--- config.mk ---
export PLATFORM = sky130hd
export DESIGN_NAME = acbc_ctrl
export DESIGN_NICKNAME = d
export VERILOG_FILES = /design/src/hdl/acbc_pkg.sv /design/src/hdl/acbc_ctrl.sv
export SDC_FILE = /design/constraint.sdc
export NUM_CORES = 1
export LEC_CHECK = 0
export BUFFER_PORTS_ARGS = -buffer_cell sky130_fd_sc_hd__buf_2
export CAP_MARGIN = 10
export CORE_UTILIZATION = 34
export DETAILED_ROUTE_END_ITERATION = 8
export SYNTH_ARGS = -nofsm -noshare
export SYNTH_HDL_FRONTEND = slang
export SYNTH_SLANG_ARGS = --single-unit
--- constraint.sdc ---
create_clock -name clk_i -period 3.1 [get_ports clk_i]
set_input_delay 0.62 -clock clk_i [delete_from_list [all_inputs] [get_ports clk_i]]
set_output_delay 0.62 -clock clk_i [all_outputs]
set_load 0.05 [all_outputs]
--- src/hdl/acbc_pkg.sv ---
package acbc_pkg;

  // One 16-byte block, byte 0 in the most significant bits.
  typedef logic [0:15][7:0] blk_t;
  // Key schedule window and key words, word 0 first.
  typedef logic [0:7][31:0] kwin_t;
  typedef logic [0:3][31:0] kquad_t;

  typedef enum logic [2:0] {
    REG_KEY0   = 3'd0,
    REG_KEY1   = 3'd1,
    REG_KEY2   = 3'd2,
    REG_KEY3   = 3'd3,
    REG_IV_HI  = 3'd4,
    REG_IV_LO  = 3'd5,
    REG_KSIZE  = 3'd6,
    REG_DIR    = 3'd7
  } reg_idx_e;

  localparam int RkDepth = 15;
  localparam int RkAw    = 4;

  // Commands from the controller to the datapath.
  typedef struct packed {
    logic            load;
    logic            exp;
    logic            exp_first;
    logic            pre;
    logic            ark;
    logic            round;
    logic            last;
    logic            finish;
    logic [RkAw-1:0] rk_addr;
  } cmd_t;

  // Status from the datapath to the controller.
  typedef struct packed {
    logic [3:0] nr;
    logic       dir;
    logic       key_wr;
    logic       out_busy;
  } sts_t;

  localparam logic [0:255][7:0] SBOX = {
    8'h63, 8'h7c, 8'h77, 8'h7b, 8'hf2, 8'h6b, 8'h6f, 8'hc5,
    8'h30, 8'h01, 8'h67, 8'h2b, 8'hfe, 8'hd7, 8'hab, 8'h76,
    8'hca, 8'h82, 8'hc9, 8'h7d, 8'hfa, 8'h59, 8'h47, 8'hf0,
    8'had, 8'hd4, 8'ha2, 8'haf, 8'h9c, 8'ha4, 8'h72, 8'hc0,
    8'hb7, 8'hfd, 8'h93, 8'h26, 8'h36, 8'h3f, 8'hf7, 8'hcc,
    8'h34, 8'ha5, 8'he5, 8'hf1, 8'h71, 8'hd8, 8'h31, 8'h15,
    8'h04, 8'hc7, 8'h23, 8'hc3, 8'h18, 8'h96, 8'h05, 8'h9a,
    8'h07, 8'h12, 8'h80, 8'he2, 8'heb, 8'h27, 8'hb2, 8'h75,
    8'h09, 8'h83, 8'h2c, 8'h1a, 8'h1b, 8'h6e, 8'h5a, 8'ha0,
    8'h52, 8'h3b, 8'hd6, 8'hb3, 8'h29, 8'he3, 8'h2f, 8'h84,
    8'h53, 8'hd1, 8'h00, 8'hed, 8'h20, 8'hfc, 8'hb1, 8'h5b,
    8'h6a, 8'hcb, 8'hbe, 8'h39, 8'h4a, 8'h4c, 8'h58, 8'hcf,
    8'hd0, 8'hef, 8'haa, 8'hfb, 8'h43, 8'h4d, 8'h33, 8'h85,
    8'h45, 8'hf9, 8'h02, 8'h7f, 8'h50, 8'h3c, 8'h9f, 8'ha8,
    8'h51, 8'ha3, 8'h40, 8'h8f, 8'h92, 8'h9d, 8'h38, 8'hf5,
    8'hbc, 8'hb6, 8'hda, 8'h21, 8'h10, 8'hff, 8'hf3, 8'hd2,
    8'hcd, 8'h0c, 8'h13, 8'hec, 8'h5f, 8'h97, 8'h44, 8'h17,
    8'hc4, 8'ha7, 8'h7e, 8'h3d, 8'h64, 8'h5d, 8'h19, 8'h73,
    8'h60, 8'h81, 8'h4f, 8'hdc, 8'h22, 8'h2a, 8'h90, 8'h88,
    8'h46, 8'hee, 8'hb8, 8'h14, 8'hde, 8'h5e, 8'h0b, 8'hdb,
    8'he0, 8'h32, 8'h3a, 8'h0a, 8'h49, 8'h06, 8'h24, 8'h5c,
    8'hc2, 8'hd3, 8'hac, 8'h62, 8'h91, 8'h95, 8'he4, 8'h79,
    8'he7, 8'hc8, 8'h37, 8'h6d, 8'h8d, 8'hd5, 8'h4e, 8'ha9,
    8'h6c, 8'h56, 8'hf4, 8'hea, 8'h65, 8'h7a, 8'hae, 8'h08,
    8'hba, 8'h78, 8'h25, 8'h2e, 8'h1c, 8'ha6, 8'hb4, 8'hc6,
    8'he8, 8'hdd, 8'h74, 8'h1f, 8'h4b, 8'hbd, 8'h8b, 8'h8a,
    8'h70, 8'h3e, 8'hb5, 8'h66, 8'h48, 8'h03, 8'hf6, 8'h0e,
    8'h61, 8'h35, 8'h57, 8'hb9, 8'h86, 8'hc1, 8'h1d, 8'h9e,
    8'he1, 8'hf8, 8'h98, 8'h11, 8'h69, 8'hd9, 8'h8e, 8'h94,
    8'h9b, 8'h1e, 8'h87, 8'he9, 8'hce, 8'h55, 8'h28, 8'hdf,
    8'h8c, 8'ha1, 8'h89, 8'h0d, 8'hbf, 8'he6, 8'h42, 8'h68,
    8'h41, 8'h99, 8'h2d, 8'h0f, 8'hb0, 8'h54, 8'hbb, 8'h16
  };

  localparam logic [0:255][7:0] INV_SBOX = {
    8'h52, 8'h09, 8'h6a, 8'hd5, 8'h30, 8'h36, 8'ha5, 8'h38,
    8'hbf, 8'h40, 8'ha3, 8'h9e, 8'h81, 8'hf3, 8'hd7, 8'hfb,
    8'h7c, 8'he3, 8'h39, 8'h82, 8'h9b, 8'h2f, 8'hff, 8'h87,
    8'h34, 8'h8e, 8'h43, 8'h44, 8'hc4, 8'hde, 8'he9, 8'hcb,
    8'h54, 8'h7b, 8'h94, 8'h32, 8'ha6, 8'hc2, 8'h23, 8'h3d,
    8'hee, 8'h4c, 8'h95, 8'h0b, 8'h42, 8'hfa, 8'hc3, 8'h4e,
    8'h08, 8'h2e, 8'ha1, 8'h66, 8'h28, 8'hd9, 8'h24, 8'hb2,
    8'h76, 8'h5b, 8'ha2, 8'h49, 8'h6d, 8'h8b, 8'hd1, 8'h25,
    8'h72, 8'hf8, 8'hf6, 8'h64, 8'h86, 8'h68, 8'h98, 8'h16,
    8'hd4, 8'ha4, 8'h5c, 8'hcc, 8'h5d, 8'h65, 8'hb6, 8'h92,
    8'h6c, 8'h70, 8'h48, 8'h50, 8'hfd, 8'hed, 8'hb9, 8'hda,
    8'h5e, 8'h15, 8'h46, 8'h57, 8'ha7, 8'h8d, 8'h9d, 8'h84,
    8'h90, 8'hd8, 8'hab, 8'h00, 8'h8c, 8'hbc, 8'hd3, 8'h0a,
    8'hf7, 8'he4, 8'h58, 8'h05, 8'hb8, 8'hb3, 8'h45, 8'h06,
    8'hd0, 8'h2c, 8'h1e, 8'h8f, 8'hca, 8'h3f, 8'h0f, 8'h02,
    8'hc1, 8'haf, 8'hbd, 8'h03, 8'h01, 8'h13, 8'h8a, 8'h6b,
    8'h3a, 8'h91, 8'h11, 8'h41, 8'h4f, 8'h67, 8'hdc, 8'hea,
    8'h97, 8'hf2, 8'hcf, 8'hce, 8'hf0, 8'hb4, 8'he6, 8'h73,
    8'h96, 8'hac, 8'h74, 8'h22, 8'he7, 8'had, 8'h35, 8'h85,
    8'he2, 8'hf9, 8'h37, 8'he8, 8'h1c, 8'h75, 8'hdf, 8'h6e,
    8'h47, 8'hf1, 8'h1a, 8'h71, 8'h1d, 8'h29, 8'hc5, 8'h89,
    8'h6f, 8'hb7, 8'h62, 8'h0e, 8'haa, 8'h18, 8'hbe, 8'h1b,
    8'hfc, 8'h56, 8'h3e, 8'h4b, 8'hc6, 8'hd2, 8'h79, 8'h20,
    8'h9a, 8'hdb, 8'hc0, 8'hfe, 8'h78, 8'hcd, 8'h5a, 8'hf4,
    8'h1f, 8'hdd, 8'ha8, 8'h33, 8'h88, 8'h07, 8'hc7, 8'h31,
    8'hb1, 8'h12, 8'h10, 8'h59, 8'h27, 8'h80, 8'hec, 8'h5f,
    8'h60, 8'h51, 8'h7f, 8'ha9, 8'h19, 8'hb5, 8'h4a, 8'h0d,
    8'h2d, 8'he5, 8'h7a, 8'h9f, 8'h93, 8'hc9, 8'h9c, 8'hef,
    8'ha0, 8'he0, 8'h3b, 8'h4d, 8'hae, 8'h2a, 8'hf5, 8'hb0,
    8'hc8, 8'heb, 8'hbb, 8'h3c, 8'h83, 8'h53, 8'h99, 8'h61,
    8'h17, 8'h2b, 8'h04, 8'h7e, 8'hba, 8'h77, 8'hd6, 8'h26,
    8'he1, 8'h69, 8'h14, 8'h63, 8'h55, 8'h21, 8'h0c, 8'h7d
  };

  // Multiply by x in GF(2^8).
  function automatic logic [7:0] xt(logic [7:0] a);
    return {a[6:0], 1'b0} ^ (a[7] ? 8'h1b : 8'h00);
  endfunction

  // Multiply by a constant below 16, given as its bits.
  function automatic logic [7:0] mulc(logic [7:0] a, logic [3:0] k);
    logic [7:0] x2;
    logic [7:0] x4;
    logic [7:0] x8;
    x2 = xt(a);
    x4 = xt(x2);
    x8 = xt(x4);
    return (k[0] ? a : 8'h00) ^ (k[1] ? x2 : 8'h00) ^
           (k[2] ? x4 : 8'h00) ^ (k[3] ? x8 : 8'h00);
  endfunction

  function automatic logic [31:0] sub_word(logic [31:0] w);
    return {SBOX[w[31:24]], SBOX[w[23:16]], SBOX[w[15:8]], SBOX[w[7:0]]};
  endfunction

  function automatic blk_t sub_blk(blk_t s, logic inv);
    blk_t o;
    for (int k = 0; k < 16; k++) begin
      o[k] = inv ? INV_SBOX[s[k]] : SBOX[s[k]];
    end
    return o;
  endfunction

  function automatic blk_t shift_blk(blk_t s, logic inv);
    blk_t o;
    for (int c = 0; c < 4; c++) begin
      for (int r = 0; r < 4; r++) begin
        if (inv) begin
          o[4 * ((c + r) & 3) + r] = s[4 * c + r];
        end else begin
          o[4 * c + r] = s[4 * ((c + r) & 3) + r];
        end
      end
    end
    return o;
  endfunction

  function automatic blk_t mix_blk(blk_t s, logic inv);
    blk_t o;
    logic [3:0] m0;
    logic [3:0] m1;
    logic [3:0] m2;
    logic [3:0] m3;
    logic [7:0] a0;
    logic [7:0] a1;
    logic [7:0] a2;
    logic [7:0] a3;
    m0 = inv ? 4'd14 : 4'd2;
    m1 = inv ? 4'd11 : 4'd3;
    m2 = inv ? 4'd13 : 4'd1;
    m3 = inv ? 4'd9  : 4'd1;
    for (int c = 0; c < 4; c++) begin
      a0 = s[4 * c];
      a1 = s[4 * c + 1];
      a2 = s[4 * c + 2];
      a3 = s[4 * c + 3];
      o[4 * c]     = mulc(a0, m0) ^ mulc(a1, m1) ^ mulc(a2, m2) ^ mulc(a3, m3);
      o[4 * c + 1] = mulc(a0, m3) ^ mulc(a1, m0) ^ mulc(a2, m1) ^ mulc(a3, m2);
      o[4 * c + 2] = mulc(a0, m2) ^ mulc(a1, m3) ^ mulc(a2, m0) ^ mulc(a3, m1);
      o[4 * c + 3] = mulc(a0, m1) ^ mulc(a1, m2) ^ mulc(a2, m3) ^ mulc(a3, m0);
    end
    return o;
  endfunction

endpackage

--- src/hdl/acbc_ctrl.sv ---
module acbc_ctrl (
  input  logic           clk_i,
  input  logic           rst_ni,
  input  logic           in_valid_i,
  output logic           in_ready_o,
  input  acbc_pkg::sts_t sts_i,
  output acbc_pkg::cmd_t cmd_o
);

  typedef enum logic [4:0] {
    ST_IDLE   = 5'b00001,
    ST_EXPAND = 5'b00010,
    ST_LOAD   = 5'b00100,
    ST_ARK    = 5'b01000,
    ST_ROUND  = 5'b10000
  } state_e;

  state_e     st_q, st_d;
  logic [3:0] cnt_q, cnt_d;
  logic       stale_q, stale_d;
  logic       accept;
  logic       last;

  function automatic logic [3:0] kaddr(logic dir, logic [3:0] nr, logic [3:0] k);
    return dir ? (nr - k) : k;
  endfunction

  assign in_ready_o = (st_q == ST_IDLE);
  assign accept     = in_valid_i && in_ready_o;
  assign last       = (cnt_q == sts_i.nr);

  always_comb begin
    st_d    = st_q;
    cnt_d   = cnt_q;
    stale_d = stale_q || sts_i.key_wr;
    cmd_o   = '0;
    case (st_q)
      ST_IDLE: begin
        if (accept) begin
          cmd_o.load = 1'b1;
          cnt_d      = 4'd0;
          st_d       = stale_q ? ST_EXPAND : ST_LOAD;
        end
      end
      ST_EXPAND: begin
        cmd_o.exp       = 1'b1;
        cmd_o.exp_first = (cnt_q == 4'd0);
        cmd_o.rk_addr   = cnt_q;
        if (last) begin
          stale_d = sts_i.key_wr;
          cnt_d   = 4'd0;
          st_d    = ST_LOAD;
        end else begin
          cnt_d = cnt_q + 4'd1;
        end
      end
      ST_LOAD: begin
        cmd_o.pre     = 1'b1;
        cmd_o.rk_addr = kaddr(sts_i.dir, sts_i.nr, 4'd0);
        st_d          = ST_ARK;
      end
      ST_ARK: begin
        cmd_o.ark     = 1'b1;
        cmd_o.rk_addr = kaddr(sts_i.dir, sts_i.nr, 4'd1);
        cnt_d         = 4'd1;
        st_d          = ST_ROUND;
      end
      ST_ROUND: begin
        cmd_o.last = last;
        if (last) begin
          // The final key stays addressed so a stall keeps it on the read port.
          cmd_o.rk_addr = kaddr(sts_i.dir, sts_i.nr, cnt_q);
          if (!sts_i.out_busy) begin
            cmd_o.round  = 1'b1;
            cmd_o.finish = 1'b1;
            st_d         = ST_IDLE;
          end
        end else begin
          cmd_o.round   = 1'b1;
          cmd_o.rk_addr = kaddr(sts_i.dir, sts_i.nr, cnt_q + 4'd1);
          cnt_d         = cnt_q + 4'd1;
        end
      end
      default: begin
        st_d = ST_IDLE;
      end
    endcase
  end

  always_ff @(posedge clk_i or negedge rst_ni) begin
    if (!rst_ni) begin
      st_q    <= ST_IDLE;
      cnt_q   <= 4'd0;
      stale_q <= 1'b1;
    end else begin
      st_q    <= st_d;
      cnt_q   <= cnt_d;
      stale_q <= stale_d;
    end
  end

  a_finish_free: assert property (@(posedge clk_i) disable iff (!rst_ni)
    cmd_o.finish |-> !sts_i.out_busy)
    else $error("result written while output register is occupied");

  a_accept_next: assert property (@(posedge clk_i) disable iff (!rst_ni)
    accept |=> (st_q == ST_EXPAND || st_q == ST_LOAD))
    else $error("accepted block did not start");

  a_cnt_range: assert property (@(posedge clk_i) disable iff (!rst_ni)
    (st_q == ST_EXPAND || st_q == ST_ROUND) |-> cnt_q <= sts_i.nr)
    else $error("round counter beyond round count");

endmodule

After elaboration in Yosys (flattened, before gate mapping):

Cells that the tools add are included.

* flip-flop bits (word level): 10
* output and inout port bits: 13

* $add $sub $neg: 4
* eq/ne operators: 11
* multiplexer cells: 27
* reductions and logical operators: 6

Operators by type and width (count)
* 4-bit 2-to-1 mux: 8
* 4-bit case mux with 4 select lines: 2
* 5-bit case mux with 5 select lines: 1
* 5-bit 2-to-1 mux: 4
* 1-bit 2-to-1 mux: 9
* 2-bit != test (second input constant): 4
* 4-bit subtractor: 2
* 3-bit 2-to-1 mux: 2
* 5-bit by 1-bit == test with 1-bit output (second input constant): 1
* 5-bit by 2-bit == test with 1-bit output (second input constant): 1
* 5-bit by 3-bit == test with 1-bit output (second input constant): 1
* 5-bit by 4-bit == test with 1-bit output (second input constant): 1
* 5-bit == test (second input constant): 1
* 4-bit by 1-bit adder with 4-bit output (second input constant): 1
* 4-bit == test: 1
* 4-bit zero test: 1
* 4-bit AND reduction: 1
* 4-bit nonzero test: 1
* 4-bit by 1-bit subtractor with 4-bit output (second input constant): 1
* 3-bit AND reduction: 1
* 2-bit 2-to-1 mux: 1
* 2-bit by 1-bit != test with 1-bit output (second input constant): 1
* 1-bit logical AND: 1
* 1-bit logical OR: 1

Logic depth before layout (Yosys ltp):

Gate-level depths: netlist of the first run.

* depth in word-level cells: 5
* depth in mapped cells: 9

Least setup slack after synthesis of the first run:

Ideal clock, no wire load.

* kind: input -> output
* start: input sts_i[3] (netlist bit)
* end: output cmd_o[1] (netlist bit)
* data arrival time: 2.846 ns
* data required time: 2.480 ns
* path slack: -0.366 ns
* cell stages on the path: 7
* path through: inv_1 > ha_1 > and3b_2 > nand4_1 > inv_1 > a211oi_1 > o221ai_1

RTL lines
* start: declaration: line acbc_ctrl.sv:6 `input acbc_pkg::sts_t sts_i,`
* end: declaration: line acbc_ctrl.sv:7 `output acbc_pkg::cmd_t cmd_o`

==> results of run 1 <==
## power breakdown
group | switching (mW) | leakage, nW | internal [mW]
combinational | 0.592 | 0.605 | 0.446
sequential | 0.0484 | 0.128 | 0.177
clock | 0.0430 | 0.0150 | 0.0496
total | 0.683 | 0.748 | 0.673
## area by class of cell
type	count	area share, %
clock buffers	4	1.669
repair buffers	40	16.77
flip-flops and latches	10	16.06
well taps	44	3.498
inverters	18	4.769
multi-input cells	106	57.23
## cell usage after synthesis, types with 3 or more instances
| master | n |
|---|---|
| inv_1 | 17 |
| ha_1 | 9 |
| nor2_1 | 9 |
| dfrtp_1 | 8 |
| o21ai_0 | 7 |
| nand3_1 | 6 |
| a21oi_1 | 5 |
| nand2_1 | 5 |
| xnor2_1 | 5 |
| and2_1 | 4 |
| nor3_1 | 4 |
| nand4_1 | 3 |
| nor2b_1 | 3 |
| o21ai_1 | 3 |
## cells in the final DEF (no fill, tap or decap), types with 2 or more instances in the layout
master	instances
nand3_1	5
xnor2_1	4
o21ai_1	3
dfrtp_1	8
ha_4	3
buf_2	19
nand3b_1	2
nor2_1	9
ha_1	5
a21oi_1	5
o21ai_0	7
fa_1	2
inv_2	2
nand2_1	5
xnor2_2	2
buf_4	18
nand4_1	3
nor3_1	4
or4_4	2
a221o_1	2
and2_2	2
nor2b_1	2
mux2i_1	2
and2_1	3
inv_1	14
a32o_1	2
clkbuf_4	4
dfstp_2	2
nand4b_1	2
## state kept, by name (all words and copies together), names as in the netlist
register,count
cnt_q,4
stale_q,1
st_q,5
## cell families (layout without fill, tap and decap cells)
group                      count (synthesis)  count (layout)
muxes                                      2               2
AOI/OAI and AO/OA                         34              34
and+or+nand+nor                           52              52
xor gates and xnor gates                   7               7
DFF                                       10              10
buffers and inverters                     20              62
adders and majority gates                 11              11
## how the worst max path moves through the flow
stage                                    start  cells after the start  slack [ns]        to
final                     cnt_q[1]$_DFFE_PN0P_                      9       -0.14  cmd_o[3]
after global routing      cnt_q[0]$_DFFE_PN0P_                     10       -0.21  cmd_o[3]
after CTS                 cnt_q[0]$_DFFE_PN0P_                     10       -0.15  cmd_o[3]
after detailed placement              sts_i[3]                     10       -0.07  cmd_o[2]
after global placement                sts_i[3]                     10       -0.09  cmd_o[2]
after floorplan                       sts_i[3]                      7       -0.07  cmd_o[1]
## per-stage QoR
stage	cells	setup slack (ns)	hold WS (ns)	area, um^2	power (mW)
4_1_cts	221	-0.1527	0.2160	1518	1.272
2_1_floorplan	136	-0.06565	0.3244	1174	0.8849
3_5_place_dp	217	-0.06672	0.4945	1454	1.150
6_report	222	-0.1427	0.2154	1574	1.357
3_3_place_gp	217	-0.08502	0.4930	1454	1.140
5_1_grt	222	-0.2068	0.2150	1574	1.457
## routing by layer
layer	wire [um]	vias up
met4	0	0
li1	-	582
met1	1575	556
met3	135	0
met5	0	-
met2	1585	36
## timing repair
action / 4_1_cts / 5_1_grt
setup endpoints to repair: 2 / 3
endpoints found under the hold margin: 0 / 0
gates resized for setup: 7 / 13
hold buffers: 0 / 0
pin swaps: 5 / 3
setup buffers: 0 / 1
==> summary.md, run 1 <==
| Metric | Value |
|---|---|
| Vias | 1174 |
| Failing checks | setup timing |
| Gr usage total | between 10% and 20% |
| Synth Area in XOR/XNOR | 5.920% |
| Startpoint types | flop |
| Row cnt | 20 |
| RSZ-0062 raised after global routing | yes |
| Slowest library cell on the worst path | a2111o_1 |
| Number of synthesized flops with an enable pin | 0 |
| Final Util | about 50% |
| Finish-stage setup viols | 2 |
| NumNets Final | 200 |
| Worst path cell trace | buf_4 > ha_4 > xnor2_2 > ha_1 > o21a_1 > or4_4 > a2111o_1 > nand3_2 > buf_8 |
| Crit-path max FO | 4 |
| Final HPWL DP | approximately 2600 um |
| Met1 Usage GRT | 27.76% |
| M2 GR Usage | 33.59% |
| Number of synthesized register bits | 10 |
| Fillers | 328 |
| Largest family of logic cells by synthesized area | simple AND/OR/NAND/NOR gates |
| I/O Buffers | 22 |
| Setup Skew | 0.001108 ns |
| CTS tree | yes |
| Final GP Congestion | 0.8702 |
| HP Class | input port to async pin |
| Vias in the first global route | 1131 |
| Max cap viols | 0 |
| Largest net degree at the start of global routing | 11 |
| R2R setup slack | 0.77 ns |
| Area growth from synthesis to layout | 35.41% |
| Vias per inst | between 5 and 6 |
| DIE WIDTH | 60.47 um |
| Final Cycle Share | 104.6% |
| Top_reg_cell synth | dfrtp_1 |
| Compound-Gate Fraction of Synth Area | between 20% and 30% |
| Worst-path clk slew | 0.07 ns |
| Actual slew at the worst max-slew pin | around 0.41 ns |
| Pre-Repair DR Iteration Count | 5 |
| Yosys top cell area share | 17.22% |
| Storage cell area | 252.7 um^2 |
| Slew Viols, Final | 0 |
| CTS Buffer Depth | 2 |
| Synthesized instance count | 136 |
| WL/cell | 14.84 um |
| VDD IR max | between 0.3 and 0.4 mV |
| Area of the die | 3657 um^2 |
| Cell type with the largest total area after synthesis | dfrtp_1 |
| Synth Cell Area | 1162 um^2 |
| Power density over the cells | roughly 860 nW/um^2 |
| Clock Latency Late Sink | 0.26 ns |
| Mux contribution to synthesized area | 1.722% |
| Simple-gate area share of the yosys netlist | 27.56% |
| Area share of fa/ha/maj cells after synthesis | 13.13% |
| Yosys warns | 0 |
| Synth async-reset ratio | 100.0% |
| IO Pins | 23 |
| Worst path top cell family by delay | compound AO/OA/AOI/OAI gates |
| # DRC | 0 |
| Total grt overflow | 0 |
| Drt total wl | between 3000 and 4000 um |
| Most Crowded Layer GR | met2 |
| LEAKAGE | 0.7478 nW |
| Critical Path RT | 2.48 ns |
| First-pass GRT wire length | 5382 um |
| Mean area per synthesized cell | 8.547 um^2 |
| Final hold viol count | 0 |
| Critical R2R Capture | st_q[1]$_DFFE_PN0P_ |
| Root buffer cell | clkbuf_4 |
| CORE AREA | around 3200 um^2 |
| DR iter-0 viols | between 70 and 80 |
| Arr. time, crit path | 2.62 ns |
| Kind of critical path | flop to primary output |
| Peak Freq | between 0.3 and 0.4 GHz |
| WP buf/inv | 2 |
| Antenna fix cells | 0 |
| Final worst slack | -0.1427 ns |
| Net Count, Synth | between 150 and 200 |
| Synth cell types | 54 |
| Critical Path Max Stage Delay | 0.44 ns |
| Endpoint type of the worst setup path | primary output |
| Worst Reg-to-Reg Cells | 9 |
| Met3 Use GR | around 3.0% |
| H-Tree Depth | 1 |
| Relative slew slack | 72.72% |
| Status | finished with violations |
| Initial antenna violation count | 0 |
| Multi-input gate area | 900.9 um^2 |
| Clk sink count | 10 |
| Setup_tns | -0.2371 ns |
| Share of cells above drive strength 1 | between 40% and 50% |
| Area contributors post-synth | dfrtp_1, ha_1, inv_1, dfstp_2, xnor2_1 |
| Sequential element share of the synthesized area | 21.74% |
| Die Y | 60.47 um |
| Num CTS Buffers | 3 |
| Reg2reg start | cnt_q[1]$_DFFE_PN0P_ |
| ANT nets after route | 0 |
| Initial core utilization | 36.87% |
| Min Tclk post-route | around 3.2 ns |
Power figures use the tool's default switching activity.
==> inputs of run 2 (changes only) <==
Settings changed: ABC_AREA set to 1.
==> summary.md, run 2 <==
| Metric | Value |
|---|---|
| Antenna fix cells | 0 (unchanged) |
| WL/cell | 12.19 um (-18%) |
| Min Tclk post-route | 2.915 ns (-0.3276 ns) |
| Mean area per synthesized cell | 6.932 um^2 (-19%) |
| Final instance area | 1410 um^2 (-10%) |
| Num CTS Buffers | 3 (unchanged) |
| HP Class | input port to async pin |
| Row cnt | 21 (+5.0%) |
| Compound-Gate Fraction of Synth Area | 8.610% (-14 points) |
| Largest family of logic cells by synthesized area | simple AND/OR/NAND/NOR gates |
| Synth async-reset ratio | 100.0% (unchanged) |
| IO Pins | 23 (unchanged) |
| Endpoint type of the worst setup path | primary output |
| Area of the die | 3790 um^2 (+3.6%) |
| VDD IR max | 0.3130 mV (-22%) |
| Die Y | 61.56 um (+1.8%) |
| Final HPWL DP | 2385 um (-8.9%) |
| CORE AREA | 3363 um^2 (+6.7%) |
| Top_reg_cell synth | dfrtp_1 |
| Setup_tns | 0 ns (+0.2371 ns) |
| H-Tree Depth | 1 (unchanged) |
| Kind of critical path | flop to primary output |
| First-pass GRT wire length | 4830 um (-10%) |
| Crit-path max FO | 5 (+1) |
| Final Cycle Share | 94.03% (-11 points) |
| Slew Viols, Final | 0 (unchanged) |
| Clock Latency Late Sink | 0.27 ns (about the same) |
| Register share of total power | 18.7% (+2.1 points) |
| Max cap viols | 0 (unchanged) |
| LEAKAGE | 0.7733 nW (+3.4%) |
| Cell type with the largest total area after synthesis | dfrtp_1 |
| Synth top cells by count | nand2_1, inv_1, nand3_1, nor2_1 |
| Initial antenna violation count | 0 (unchanged) |
| Clock network fraction of total power | 10.5% (+3.7 points) |
| Final GP Congestion | 0.8226 (-5.5%) |
| Worst setup path end | cmd_o[3] |
| Clk sink count | 10 (unchanged) |
| Root buffer cell | clkbuf_4 |
| Finish-stage setup viols | 0 (-2) |
| Switching portion of total power | 56.19% (+5.8 points) |
| Gr usage total | 17.17% (-2.7 points) |
| ANT nets after route | 0 (unchanged) |
| Final worst slack | 0.1850 ns (+0.3277 ns) |
| Largest net degree at the start of global routing | 15 (+4) |
| NetSw | 0.6420 mW (-6.1%) |
| Number of synthesized flops with an enable pin | 0 (unchanged) |
| Startpoint types | flop |
| Commonest non-fill, non-tap cell in the layout | nand2_1 |
| Yosys warns | 0 (unchanged) |
| Relative slew slack | 65.88% (-6.8 points) |
| Synthesized instance count | 174 (+28%) |
| Critical Path RT | 2.48 ns (about the same) |
| CTS tree | yes |
| Number of synthesized register bits | 10 (unchanged) |
| Synth cell types | 30 (-44%) |
| Worst-path clk slew | 0.07 ns (about the same) |
| Actual slew at the worst max-slew pin | 0.5081 ns (+0.1022 ns) |
| Sequential element share of the synthesized area | 20.95% (-0.79 points) |
| Area growth from synthesis to layout | 16.91% |
| Mux contribution to synthesized area | 0% (-1.7 points) |
| Most frequent cells in the layout | nand2_1, buf_2, inv_1, nand3_1, nor2_1 |
| Total grt overflow | 0 (unchanged) |
| Vias per inst | 4.865 (-8.0%) |
| Net Count, Synth | 195 (+24%) |
| Most flops, register | st_q |
| Drt total wl | 2986 um (-9.4%) |
| Vias | 1192 (+1.5%) |
| NumNets Final | 221 (+11%) |
| Power density over the cells | 810.2 nW/um^2 (-6.0%) |
| Top flop regs | st_q (5), cnt_q (4), stale_q (1) |
| Peak Freq | 0.3431 GHz (+11%) |
| Share of cells above drive strength 1 | 29.15% (-11 points) |
| Share of power burned in combinational logic | 70.8% (-5.7 points) |
| DR iter-0 viols | 44 (-39%) |
| Yosys top cell area share | 16.60% (-0.63 points) |
| Arr. time, crit path | 2.30 ns (-0.32 ns) |
| Most common cell in the netlist | nand2_1 |
| Placed instance area | 1366 um^2 (-6.0%) |
| Worst Reg-to-Reg Cells | 10 (+1) |
| CTS Buffer Depth | 2 (unchanged) |
| Area contributors post-synth | dfrtp_1, nand2_1, ha_1, nand3_1, inv_1 |
| DIE WIDTH | 61.56 um (+1.8%) |
| Max FFs per register | 5 (unchanged) |
| Initial core utilization | 35.86% (-1.0 points) |
| I/O Buffers | 22 (unchanged) |
| Critical R2R Capture | cnt_q[2]$_DFFE_PN0P_ |
| Pre-Repair DR Iteration Count | 4 (-1) |
| Status | finished, final reports clean |
| P_int | 0.5005 mW (-26%) |
| Simple-gate area share of the yosys netlist | 43.57% (+16 points) |
| # DRC | 0 (unchanged) |
| Area share of fa/ha/maj cells after synthesis | 12.66% (-0.48 points) |
| Vias in the first global route | 1042 (-7.9%) |
| Reg2reg start | cnt_q[2]$_DFFE_PN0P_ |
| R2R setup slack | 1.06 ns (+0.29 ns) |
| RSZ-0062 raised after global routing | no |
| Synth Area in XOR/XNOR | 3.631% (-2.3 points) |
| Dpl ws | 0.3090 ns (+0.3757 ns) |
| Final hold viol count | 0 (unchanged) |
| Worst setup path startpoint | cnt_q[1]$_DFFE_PN0P_ |
| Synth Cell Area | 1206 um^2 (+3.8%) |
| Setup Skew | 0.0006249 ns (-0.0004832 ns) |
| Post-CTS Hold Buffers | 0 (unchanged) |
-- run 2: changes by cell type after synthesis, sizes merged, moves of 3 or more --
| cell | delta |
|---|---|
| nand4 | +3 |
| nand2 | +41 |
| nor2 | +7 |
| nor2b | -3 |
| nor3 | -3 |
| a32o | -3 |
| xnor2 | -4 |
| inv | +11 |
| nand3 | +17 |
| and2 | -5 |
-- run 2: kinds of logic after synthesis --
kind of cell,Yosys count
xor gates and xnor gates,5
and+or+nand+nor,98
buffers and inverters,31
DFF,10
adders and majority gates,11
AOI/OAI and AO/OA,19
-- run 2: stage by stage --
stage          hold slack, ns  instances  total power, mW  utilization [%]
6_report               0.2036        245            1.143            41.93
2_1_floorplan          0.3244        174           0.8589                -
3_5_place_dp           0.5002        241            1.017            40.63
4_1_cts                0.2046        245            1.143            41.70
5_1_grt                0.2095        245            1.244            41.93
3_3_place_gp           0.4914        241            1.026            40.63
-- run 2: worst min path at each step --
stage / start / end / slack (ns) / cells past startpoint
after floorplan: rst_ni / cnt_q[0]$_DFFE_PN0P_ / 0.32 / 0
after global routing: rst_ni / st_q[2]$_DFFE_PN0P_ / 0.21 / 1
after CTS: rst_ni / st_q[2]$_DFFE_PN0P_ / 0.20 / 1
after detailed placement: rst_ni / st_q[3]$_DFFE_PN0P_ / 0.50 / 1
final: rst_ni / st_q[3]$_DFFE_PN0P_ / 0.20 / 1
after global placement: rst_ni / st_q[3]$_DFFE_PN0P_ / 0.49 / 1
-- run 2: critical path: stages, from the launching register on --
cell and delay (ns):
dfrtp_1 0.43, ha_1 0.23, xnor2_2 0.21, ha_1 0.29
a21oi_1 0.18, nand3_1 0.12, nand3_1 0.10, nand2_1 0.05
nand3_1 0.06, nand2_1 0.05, nand2_1 0.05, buf_2 0.26
-- run 2: timing repair --
action	CTS	global route
endpoints found under the setup margin	0	1
endpoints found under the hold margin	0	0
setup buffers	0	0
resized for setup	0	1
-- run 2: layout make-up --
type,count,area (um^2)
clock buffers,4,36.28
fillers,379,1953
inverters,28,105.1
multi-input cells,133,833.3
flip-flops and latches,10,252.7
well taps,46,57.56
repair buffers,24,125.1
-- run 2: power groups by stage --
stage	combinational (mW)	sequential, mW	clock, mW
5_1_grt	0.896	0.218	0.129
3_3_place_gp	0.811	0.215	0
3_5_place_dp	0.802	0.215	0
6_report	0.809	0.213	0.120
4_1_cts	0.806	0.212	0.125
2_1_floorplan	0.649	0.210	0
-- run 2: per-layer routing --
layer / vias up / wire length [um] / share of wire, % / GRT usage, %
met3: 0 / 137 / 4.6 / 3.782
met2: 27 / 1362 / 46 / 27.19
met4: 0 / 0 / 0 / 0.9524
met5: - / 0 / 0 / 0
li1: 616 / - / - / -
met1: 549 / 1486 / 50 / 25.03
==> inputs of run 3 (changes only) <==
Settings changed: BUFFER_PORTS_ARGS -buffer_cell sky130_fd_sc_hd__buf_2 to -buffer_cell sky130_fd_sc_hd__clkbuf_2.
==> summary.md, run 3 (synthesis gave the netlist of run 2 again) <==
| Metric | Value |
|---|---|
| Status | finished, final reports clean |
| Final GP Congestion | 0.8290 (+0.78%) |
| Endpoint type of the worst setup path | primary output |
| Total grt overflow | 0 (unchanged) |
| CTS Buffer Depth | 2 (unchanged) |
| Area of the die | 3790 um^2 (unchanged) |
| Finish-stage setup viols | 0 (unchanged) |
| RSZ-0062 raised after global routing | no |
| Final Cycle Share | 94.57% (+0.54 points) |
| Worst setup path startpoint | sts_i[3] |
| Reg2reg start | cnt_q[1]$_DFFE_PN0P_ |
| I/O Buffers | 22 (unchanged) |
| Final hold viol count | 0 (unchanged) |
| Max FFs per register | 5 (unchanged) |
| Register share of total power | 18.7% (about the same) |
| Clk sink count | 10 (unchanged) |
| Antenna fix cells | 0 (unchanged) |
| Arr. time, crit path | 2.31 ns (about the same) |
| Power density over the cells | 813.5 nW/um^2 (+0.41%) |
| Vias | 1216 (+2.0%) |
| NetSw | 0.6488 mW (+1.1%) |
| First-pass GRT wire length | 4781 um (-1.0%) |
| Vias per inst | 4.963 (+2.0%) |
| Area growth from synthesis to layout | 17.43% |
| Relative slew slack | 66.06% (+0.18 points) |
| IO Pins | 23 (unchanged) |
| DR iter-0 viols | 54 (+23%) |
| Slew Viols, Final | 0 (unchanged) |
| Drt total wl | 2975 um (-0.37%) |
| P_int | 0.5034 mW (+0.58%) |
| Num CTS Buffers | 3 (unchanged) |
| Worst path top cell family by delay | adder cells |
| Clock Latency Late Sink | 0.26 ns (about the same) |
| Critical R2R Capture | cnt_q[2]$_DFFE_PN0P_ |
| Min Tclk post-route | 2.932 ns (+0.01678 ns) |
| Root buffer cell | clkbuf_4 |
| CTS tree | yes |
| Vias in the first global route | 1034 (-0.77%) |
| Placed instance area | 1366 um^2 (unchanged) |
| Crit-path max FO | 4 (-1) |
| Slowest library cell on the worst path | fa_1 |
| Gr usage total | 17.16% (about the same) |
| Worst Reg-to-Reg Cells | 11 (+1) |
| Peak Freq | 0.3411 GHz (-0.57%) |
| # DRC | 0 (unchanged) |
| VDD IR max | 0.3404 mV (+8.7%) |
| Setup bufs post-CTS | 0 (unchanged) |
| Commonest non-fill, non-tap cell in the layout | nand2_1 |
| Critical Path Max Stage Delay | 0.37 ns (-0.06 ns) |
| Actual slew at the worst max-slew pin | 0.5053 ns (-0.002735 ns) |
| Most flops, register | st_q |
| Startpoint types | input port |
| Worst path cell trace | clkbuf_2 > inv_1 > ha_1 > inv_1 > fa_1 > xor2_1 > o21ai_0 > nand2_1 > nand3_1 > nand4_1 > clkbuf_2 |
| NumNets Final | 221 (unchanged) |
| Final Util | 42.11% (+0.19 points) |
| CORE AREA | 3363 um^2 (unchanged) |
| Initial antenna violation count | 0 (unchanged) |
| Clock network fraction of total power | 9.9% (-0.6 points) |
| Worst-path clk slew | 0.06 ns (about the same) |
| Share of power burned in combinational logic | 71.4% (+0.6 points) |
| Share of cells above drive strength 1 | 29.65% (+0.50 points) |
| Setup_tns | 0 ns (unchanged) |
| H-Tree Depth | 1 (unchanged) |
| HP Class | input port to async pin |
| LEAKAGE | 0.7652 nW (-1.0%) |
| DIE WIDTH | 61.56 um (unchanged) |
| ANT nets after route | 0 (unchanged) |
| Top flop regs | st_q (5), cnt_q (4), stale_q (1) |
| Largest net degree at the start of global routing | 15 (unchanged) |
| Fillers | 373 (-1.6%) |
| Most frequent cells in the layout | nand2_1, clkbuf_2, inv_1, nand3_1, nor2_1 |
| WP buf/inv | 4 (+3) |
| Setup Skew | 0.002127 ns (+0.001502 ns) |
| Post-CTS Resized | 0 (unchanged) |
| Worst setup path end | cmd_o[2] |
| Final instance area | 1416 um^2 (+0.44%) |
| Row cnt | 21 (unchanged) |
| Max cap viols | 0 (unchanged) |
| Post-CTS Hold Buffers | 0 (unchanged) |
| Kind of critical path | input port to primary output |
| Initial core utilization | 35.86% (unchanged) |
| Pwr Total | 1.152 mW (+0.85%) |
| WL/cell | 12.14 um (-0.37%) |
| CP Depth | 11 (unchanged) |
| Pre-Repair DR Iteration Count | 5 (+1) |
| R2R setup slack | 1.13 ns (+0.07 ns) |
| Switching portion of total power | 56.31% (+0.12 points) |
| Critical Path RT | 2.48 ns (about the same) |
| Die Y | 61.56 um (unchanged) |
| Final HPWL DP | 2477 um (+3.9%) |
-- run 3: worst min path at each step --
stage | startpoint | end | slack [ns]
2_1_floorplan | rst_ni | cnt_q[0]$_DFFE_PN0P_ | 0.32
3_3_place_gp | rst_ni | st_q[3]$_DFFE_PN0P_ | 0.50
3_5_place_dp | stale_q$_DFF_PN1_ | stale_q$_DFF_PN1_ | 0.49
4_1_cts | rst_ni | st_q[3]$_DFFE_PN0P_ | 0.21
5_1_grt | rst_ni | st_q[1]$_DFFE_PN0P_ | 0.21
6_report | rst_ni | st_q[3]$_DFFE_PN0P_ | 0.21
-- run 3: worst reg2reg max path, stage by stage (launching register included) --
cell and delay [ns]:
dfrtp_1 0.43, inv_1 0.09, buf_4 0.16, ha_1 0.29
nand2_1 0.07, nor2_1 0.04, nand2_2 0.18, inv_1 0.10
nand2_1 0.12, nand2_1 0.11, nor2_4 0.16, o22ai_1 0.10
-- run 3: layer usage --
metal / vias up / wire length [um] / part of all wire [%] / global-route usage (%)
met3: 0 / 149 / 5.0 / 3.361
met4: 0 / 0 / 0 / 0.9524
met2: 29 / 1390 / 47 / 28.26
met5: - / 0 / 0 / 0
met1: 568 / 1435 / 48 / 24.36
li1: 619 / - / - / -
-- run 3: cell type report --
class                      instances  area [um^2]  area share, %
clock buffer                       4        36.28          2.562
sequential                        10        252.7          17.84
inverter                          28        105.1          7.421
timing repair buffer              24        127.6          9.011
tap                               46        57.56          4.064
multi-input combinational        133        837.1          59.10
-- run 3: power by group through the flow --
stage | clock network, mW | registers (mW) | logic (mW)
after floorplan | 0 | 0.210 | 0.649
after global placement | 0 | 0.215 | 0.813
after detailed placement | 0 | 0.217 | 0.809
after CTS | 0.118 | 0.215 | 0.816
after global routing | 0.128 | 0.220 | 0.900
final | 0.114 | 0.215 | 0.823
-- run 3: through the flow --
step | setup WS, ns | hold WS [ns] | instances
finish | 0.1682 | 0.2065 | 245
global route | 0.01662 | 0.2149 | 245
CTS | 0.008734 | 0.2109 | 245
detailed placement | 0.1540 | 0.4919 | 241
global placement | 0.1209 | 0.5009 | 241
floorplan | 0.3503 | 0.3244 | 174
